File: src/hw/rtl/aes_enc_pkg.sv
// Shared types, constants and byte functions for the AES block encrypt core.
// No dependencies; used by every module under hw/rtl.
package aes_enc_pkg;

    localparam int MAX_ROUNDS = 14;
    localparam int MIN_ROUNDS = 10;
    localparam int KEY_SLOTS  = MAX_ROUNDS + 1;
    localparam int SLOT_W     = $clog2(KEY_SLOTS);
    localparam int BLOCK_W    = 128;

    // tuser bit 0
    localparam logic OP_KEY_WRITE = 1'b0;
    localparam logic OP_ENCRYPT   = 1'b1;

    typedef enum logic [1:0] {
        ST_IDLE,
        ST_ADDKEY,
        ST_ROUND
    } enc_state_t;

    typedef logic [7:0] byte_t;
    typedef byte_t [15:0] block_bytes_t;

    // round key store write port
    typedef struct packed {
        logic                 en;
        logic [SLOT_W-1:0]    addr;
        logic [BLOCK_W-1:0]   data;
    } key_wr_t;

    localparam logic [7:0] SBOX [256] = '{
        8'h63, 8'h7c, 8'h77, 8'h7b, 8'hf2, 8'h6b, 8'h6f, 8'hc5,
        8'h30, 8'h01, 8'h67, 8'h2b, 8'hfe, 8'hd7, 8'hab, 8'h76,
        8'hca, 8'h82, 8'hc9, 8'h7d, 8'hfa, 8'h59, 8'h47, 8'hf0,
        8'had, 8'hd4, 8'ha2, 8'haf, 8'h9c, 8'ha4, 8'h72, 8'hc0,
        8'hb7, 8'hfd, 8'h93, 8'h26, 8'h36, 8'h3f, 8'hf7, 8'hcc,
        8'h34, 8'ha5, 8'he5, 8'hf1, 8'h71, 8'hd8, 8'h31, 8'h15,
        8'h04, 8'hc7, 8'h23, 8'hc3, 8'h18, 8'h96, 8'h05, 8'h9a,
        8'h07, 8'h12, 8'h80, 8'he2, 8'heb, 8'h27, 8'hb2, 8'h75,
        8'h09, 8'h83, 8'h2c, 8'h1a, 8'h1b, 8'h6e, 8'h5a, 8'ha0,
        8'h52, 8'h3b, 8'hd6, 8'hb3, 8'h29, 8'he3, 8'h2f, 8'h84,
        8'h53, 8'hd1, 8'h00, 8'hed, 8'h20, 8'hfc, 8'hb1, 8'h5b,
        8'h6a, 8'hcb, 8'hbe, 8'h39, 8'h4a, 8'h4c, 8'h58, 8'hcf,
        8'hd0, 8'hef, 8'haa, 8'hfb, 8'h43, 8'h4d, 8'h33, 8'h85,
        8'h45, 8'hf9, 8'h02, 8'h7f, 8'h50, 8'h3c, 8'h9f, 8'ha8,
        8'h51, 8'ha3, 8'h40, 8'h8f, 8'h92, 8'h9d, 8'h38, 8'hf5,
        8'hbc, 8'hb6, 8'hda, 8'h21, 8'h10, 8'hff, 8'hf3, 8'hd2,
        8'hcd, 8'h0c, 8'h13, 8'hec, 8'h5f, 8'h97, 8'h44, 8'h17,
        8'hc4, 8'ha7, 8'h7e, 8'h3d, 8'h64, 8'h5d, 8'h19, 8'h73,
        8'h60, 8'h81, 8'h4f, 8'hdc, 8'h22, 8'h2a, 8'h90, 8'h88,
        8'h46, 8'hee, 8'hb8, 8'h14, 8'hde, 8'h5e, 8'h0b, 8'hdb,
        8'he0, 8'h32, 8'h3a, 8'h0a, 8'h49, 8'h06, 8'h24, 8'h5c,
        8'hc2, 8'hd3, 8'hac, 8'h62, 8'h91, 8'h95, 8'he4, 8'h79,
        8'he7, 8'hc8, 8'h37, 8'h6d, 8'h8d, 8'hd5, 8'h4e, 8'ha9,
        8'h6c, 8'h56, 8'hf4, 8'hea, 8'h65, 8'h7a, 8'hae, 8'h08,
        8'hba, 8'h78, 8'h25, 8'h2e, 8'h1c, 8'ha6, 8'hb4, 8'hc6,
        8'he8, 8'hdd, 8'h74, 8'h1f, 8'h4b, 8'hbd, 8'h8b, 8'h8a,
        8'h70, 8'h3e, 8'hb5, 8'h66, 8'h48, 8'h03, 8'hf6, 8'h0e,
        8'h61, 8'h35, 8'h57, 8'hb9, 8'h86, 8'hc1, 8'h1d, 8'h9e,
        8'he1, 8'hf8, 8'h98, 8'h11, 8'h69, 8'hd9, 8'h8e, 8'h94,
        8'h9b, 8'h1e, 8'h87, 8'he9, 8'hce, 8'h55, 8'h28, 8'hdf,
        8'h8c, 8'ha1, 8'h89, 8'h0d, 8'hbf, 8'he6, 8'h42, 8'h68,
        8'h41, 8'h99, 8'h2d, 8'h0f, 8'hb0, 8'h54, 8'hbb, 8'h16
    };

    function automatic logic [7:0] sbox(input logic [7:0] b);
        return SBOX[b];
    endfunction

    // multiply by x in GF(2^8)
    function automatic logic [7:0] xtime(input logic [7:0] b);
        return {b[6:0], 1'b0} ^ (b[7] ? 8'h1b : 8'h00);
    endfunction

endpackage

File: src/hw/rtl/aes_enc_key_ram.sv
// Round key store: one 128-bit entry per round, registered read.
// Depends on aes_enc_pkg.
module aes_enc_key_ram (
    input  logic                                aclk,
    input  aes_enc_pkg::key_wr_t                wr,
    input  logic [aes_enc_pkg::SLOT_W-1:0]      rd_addr,
    output logic [aes_enc_pkg::BLOCK_W-1:0]     rd_data
);

    logic [aes_enc_pkg::BLOCK_W-1:0] mem [aes_enc_pkg::KEY_SLOTS];

    always_ff @(posedge aclk) begin
        if (wr.en) begin
            mem[wr.addr] <= wr.data;
        end
    end

    always_ff @(posedge aclk) begin
        rd_data <= mem[rd_addr];
    end

endmodule

File: config.mk
export PLATFORM = sky130hd
export DESIGN_NAME = aes_enc_key_ram
export DESIGN_NICKNAME = d
export VERILOG_FILES = /design/src/hw/rtl/aes_enc_pkg.sv /design/src/hw/rtl/aes_enc_key_ram.sv
export SDC_FILE = /design/constraint.sdc
export NUM_CORES = 2
export LEC_CHECK = 0
export BUFFER_PORTS_ARGS = -buffer_cell sky130_fd_sc_hd__buf_2
export CAP_MARGIN = 10
export CORE_ASPECT_RATIO = 1.2
export CORE_UTILIZATION = 52
export DETAILED_ROUTE_END_ITERATION = 7
export GPL_ROUTABILITY_DRIVEN = 0
export GPL_TIMING_DRIVEN = 0
export PLACE_DENSITY = 0.77
export SLEW_MARGIN = 25
export SYNTH_ARGS = -nofsm -noshare
export SYNTH_HDL_FRONTEND = slang
export SYNTH_SLANG_ARGS = --single-unit
export TNS_END_PERCENT = 1
File: constraint.sdc
create_clock -name aclk -period 27.2 [get_ports aclk]
set_input_delay 4.08 -clock aclk [delete_from_list [all_inputs] [get_ports aclk]]
set_output_delay 4.08 -clock aclk [all_outputs]
set_load 0.05 [all_outputs]
# After elaboration in Yosys (flattened, before gate mapping)
# Memory sizes are Yosys's and may differ from the RTL's. A register that Yosys moved wholly into a read port is not among the register bits.
# Cells that the tools add are included.
# Widths: inputs -> output; s select.
totals:
  regBits: 0
  ram_bits: 1920
  inputBits: 138
  out_inout_bits: 128
  word_cells: 3
  mem_count: 1
memory_table:
  columns: ["memory", "depth", "word_bits", "read_ports", "rd_ports_with_merged_regs", "wr", "line_no", "rtl"]
  rows:
  - ["mem", 15, 128, 1, 1, 1, "aes_enc_key_ram.sv:10", "logic [aes_enc_pkg::BLOCK_W-1:0] mem [aes_enc_pkg::KEY_SLOTS];"]
op_classes:
  mux: 2
ops:
  columns: ["operator", "n"]
  rows:
  - ["$mux 1", 2]

# Logic depth before layout (Yosys ltp)
depth:
  depth_word: 2
  mapped_depth: 8
  ltp_nobuf: 4

# Worst setup path after synthesis
# No wires, ideal clock.
synth_timing:
  path_kind: "input to register"
  from: "in wr[130] (netlist name)"
  to: "mem mem[0][0] (netlist name) (enable)"
  setup_ns: 0.774
  arrival_time_ns: 13.233
  required_ns: 26.426
  setup_slack_ns: 13.193
  stages: 2
  path_buffers: 0
  path_cell_list: "or3b_2 nor3_1"
synth_rtl:
  columns: ["item", "line_no", "rtl"]
  rows:
  - ["from (decl)", "aes_enc_key_ram.sv:5", "input aes_enc_pkg::key_wr_t wr,"]
  - ["to (decl)", "aes_enc_key_ram.sv:10", null]
# No word-level cell before the write port.

==> flow_summary.yaml <==
clock_tree:
  cts-hold-fix-buffers: 0
  numCtsBuffers: 188
  cts_root_buf: "clkbuf_16"
  clk_latency_ps: 830
  clkTransAtPathRegs_ps: 60
  cts_max_path_buffers: 3
  post-cts-setup-buffers: 0
  htree_num_levels: 4
  ctsResizeCount: 0
  cts_sinks: 2048
  tritoncts: "built"
floorplanning:
  die_h_um: 419.8
  chipWidth_um: 350.2
  start_util_pct: 52.62
  ios: 266
  rows: 152
  core_um2: 143800
  die-area_um2: 147000
placed_design:
  portBuffers: 263
  dp_hpwl_mm: 123.8
  dpl_worst_slack_ps: 19920
critical_path:
  crit_required_ps: 27850
  reg2reg_from: "mem[7][21]"
  rrSetupSlack_ps: 25410
  endpoint: "rd_data[113]"
  critical_path_class: "input pin to flip-flop"
  worstSetupStartpointType: "input pin"
  cp-startpoint: "rd_addr[1]"
  reg2reg_to: "rd_data[21]"
  worst_ep_arrival_time_ps: 7220
  path_max_fanout: 10
  endpoint_kind: "flip-flop"
  r2r_cells: 3
synthesis:
  synth_top_area_share_pct: 76.20
  synthCells: 3682
  syn-cell-area_um2: 75660
  ys.flop_type: "edfxtp_1"
  synth_warnings: 0
  synth_most_common_cell: "edfxtp_1"
  ys_top_cells_by_area: "edfxtp_1 (76%), mux4_2 (8.0%), mux2i_1 (4.8%)"
  seq_area_frac_synth_pct: 79.59
  synth_top_cells_by_count: "edfxtp_1 (1920), mux2i_1 (360), mux4_2 (268)"
  async_reset_ff_share_pct: 0
  synth_area_per_cell_um2: 20.55
  synth_nets: 3820
  ys_seq_elements: 2048
  synth_edf_count: 1920
  synth_fa_ha_area_share_pct: 0
  synth-xor-area-share_pct: 0
  synth_simple_gate_area_share_pct: 1.915
  synth_compound_area_share_pct: 4.154
  synthMuxAreaShare_pct: 12.74
  netlist-cell-type-count: 31
  synth_top_family_by_area: "multiplexers"
  synth_top_area_cell: "edfxtp_1"
detailed_routing:
  num_vias: 39666
  route.detailed.wl_per_inst_um: 29.70
  dr.pass1.iters: 5
  via_per_inst: 6.179
  ant_nets: 0
  drc: 0
  drt_iter0_drc: 5400
  wl_mm: 190.7
finish:
  post-route-util_pct: 61.59
  area_growth_pct: 17.04
  drive_gt1_share_pct: 25.05
  nets: 4447
timing:
  drv_slew: 0
  fmax_mhz: 152.2
  hold_violations: 0
  setup_slack_ps: 20630
  max_slew_margin_pct: 26.04
  fin_crit_ps: 6570
  rsz0062_at_grt: "no"
  fin_crit_sh_pct: 24.15
  worst_slew_pin_slew_ps: 1109
  clock_skew_ps: 20.32
  whs_ps: 615.1
  setup_tns_ps: 0
  setup_viol: 0
power:
  peakVddDrop_mv: 0.07168
  power_leakage_uw: 0.02972
  power.total_uw: 6594
  pwr_density_cell_nw_per_um2: 74.47
grt:
  grt_overflow: 0
  grt_max_degree: 23
  grt_pass1_vias: 39895
  antenna_found_initial: 46
  grt_pass1_wl_mm: 272.2
  grt_use_total_pct: 26.07
worst_hold_path:
  holdCritPathClass: "flip-flop to flip-flop"
job:
  cap_violations: 0
outcome:
  outcome: "finished, final reports clean"
-- how the worst min path moves through the flow --
| stage | startpoint | endpoint | cells after the start |
|---|---|---|---|
| floorplan | mem[14][109] | rd_data[109] | 2 |
| global placement | mem[14][65] | rd_data[65] | 3 |
| detailed placement | mem[14][119] | rd_data[119] | 2 |
| CTS | mem[14][109] | rd_data[109] | 2 |
| global route | mem[14][61] | rd_data[61] | 3 |
| finish | mem[14][89] | rd_data[89] | 2 |
-- final cells by class --
class                   count  area, um2
inverters                   3      11.26
well taps                1925       2409
repair buffers            437       4262
clock buffers             243       4994
diodes                     32      80.08
multi-input cells        1424      14340
clock inverters           101       1042
flip-flops and latches   2048      60220
fillers                  9579      55230
plain buffers             207       1200
-- layout by cell type, fill, tap and decap left out, types with 17 or more instances in the layout --
cell       netlist  routed
a22oi_1        128     128
a31oi_1        116     116
buf_12           0      28
buf_16           0      61
buf_2           55     318
buf_4           50     117
buf_6           22      40
bufinv_16        0      17
clkbuf_1        69     117
clkbuf_16        0     190
clkinv_1         1      31
clkinv_2         0      29
dfxtp_1        128     128
diode_2          0      32
edfxtp_1      1920    1920
mux2i_1        360     360
mux4_2         268     268
nand2_1        130     130
nand2b_1       122     122
nor2_1          31      19
o21ai_1        103     103
o22ai_1        116     116
-- state kept, by name (all words and copies together) (netlist names) --
register and cells:
rd_data 128, mem 1920
-- through the flow --
step	std cells	instance area, um2
after CTS	6388	88470
after detailed placement	6044	82430
after floorplan	3682	75660
after global routing	6398	88500
final	6420	88550
after global placement	5870	79380
-- layer usage --
metal / global-route usage, % / share of wire, %
met1: 33.71 / 36
met5: 0 / 0.11
met3: 6.618 / 11
met2: 42.06 / 49
met4: 11.11 / 3.8
-- power by group --
part | internal [uW] | switching [uW] | total, uW
logic | 137 | 306 | 443
registers | 3530 | 23.6 | 3550
clock network | 1460 | 1140 | 2600
-- kinds of logic (layout without fill, tap and decap cells) --
family,count (synthesis),in the layout
compound gates,500,500
mux,628,628
flops,2048,2048
other cells,0,32
buf+inv,210,991
simple gates,296,296
-- worst max-delay path, stage by stage --
cell and delay [ps]:
buf_2 170, buf_4 220, inv_2 160, nor2_2 600
buf_2 640, clkbuf_1 730, a22oi_1 200, o21ai_1 390
No activity file was read; power rests on OpenSTA's default activity.
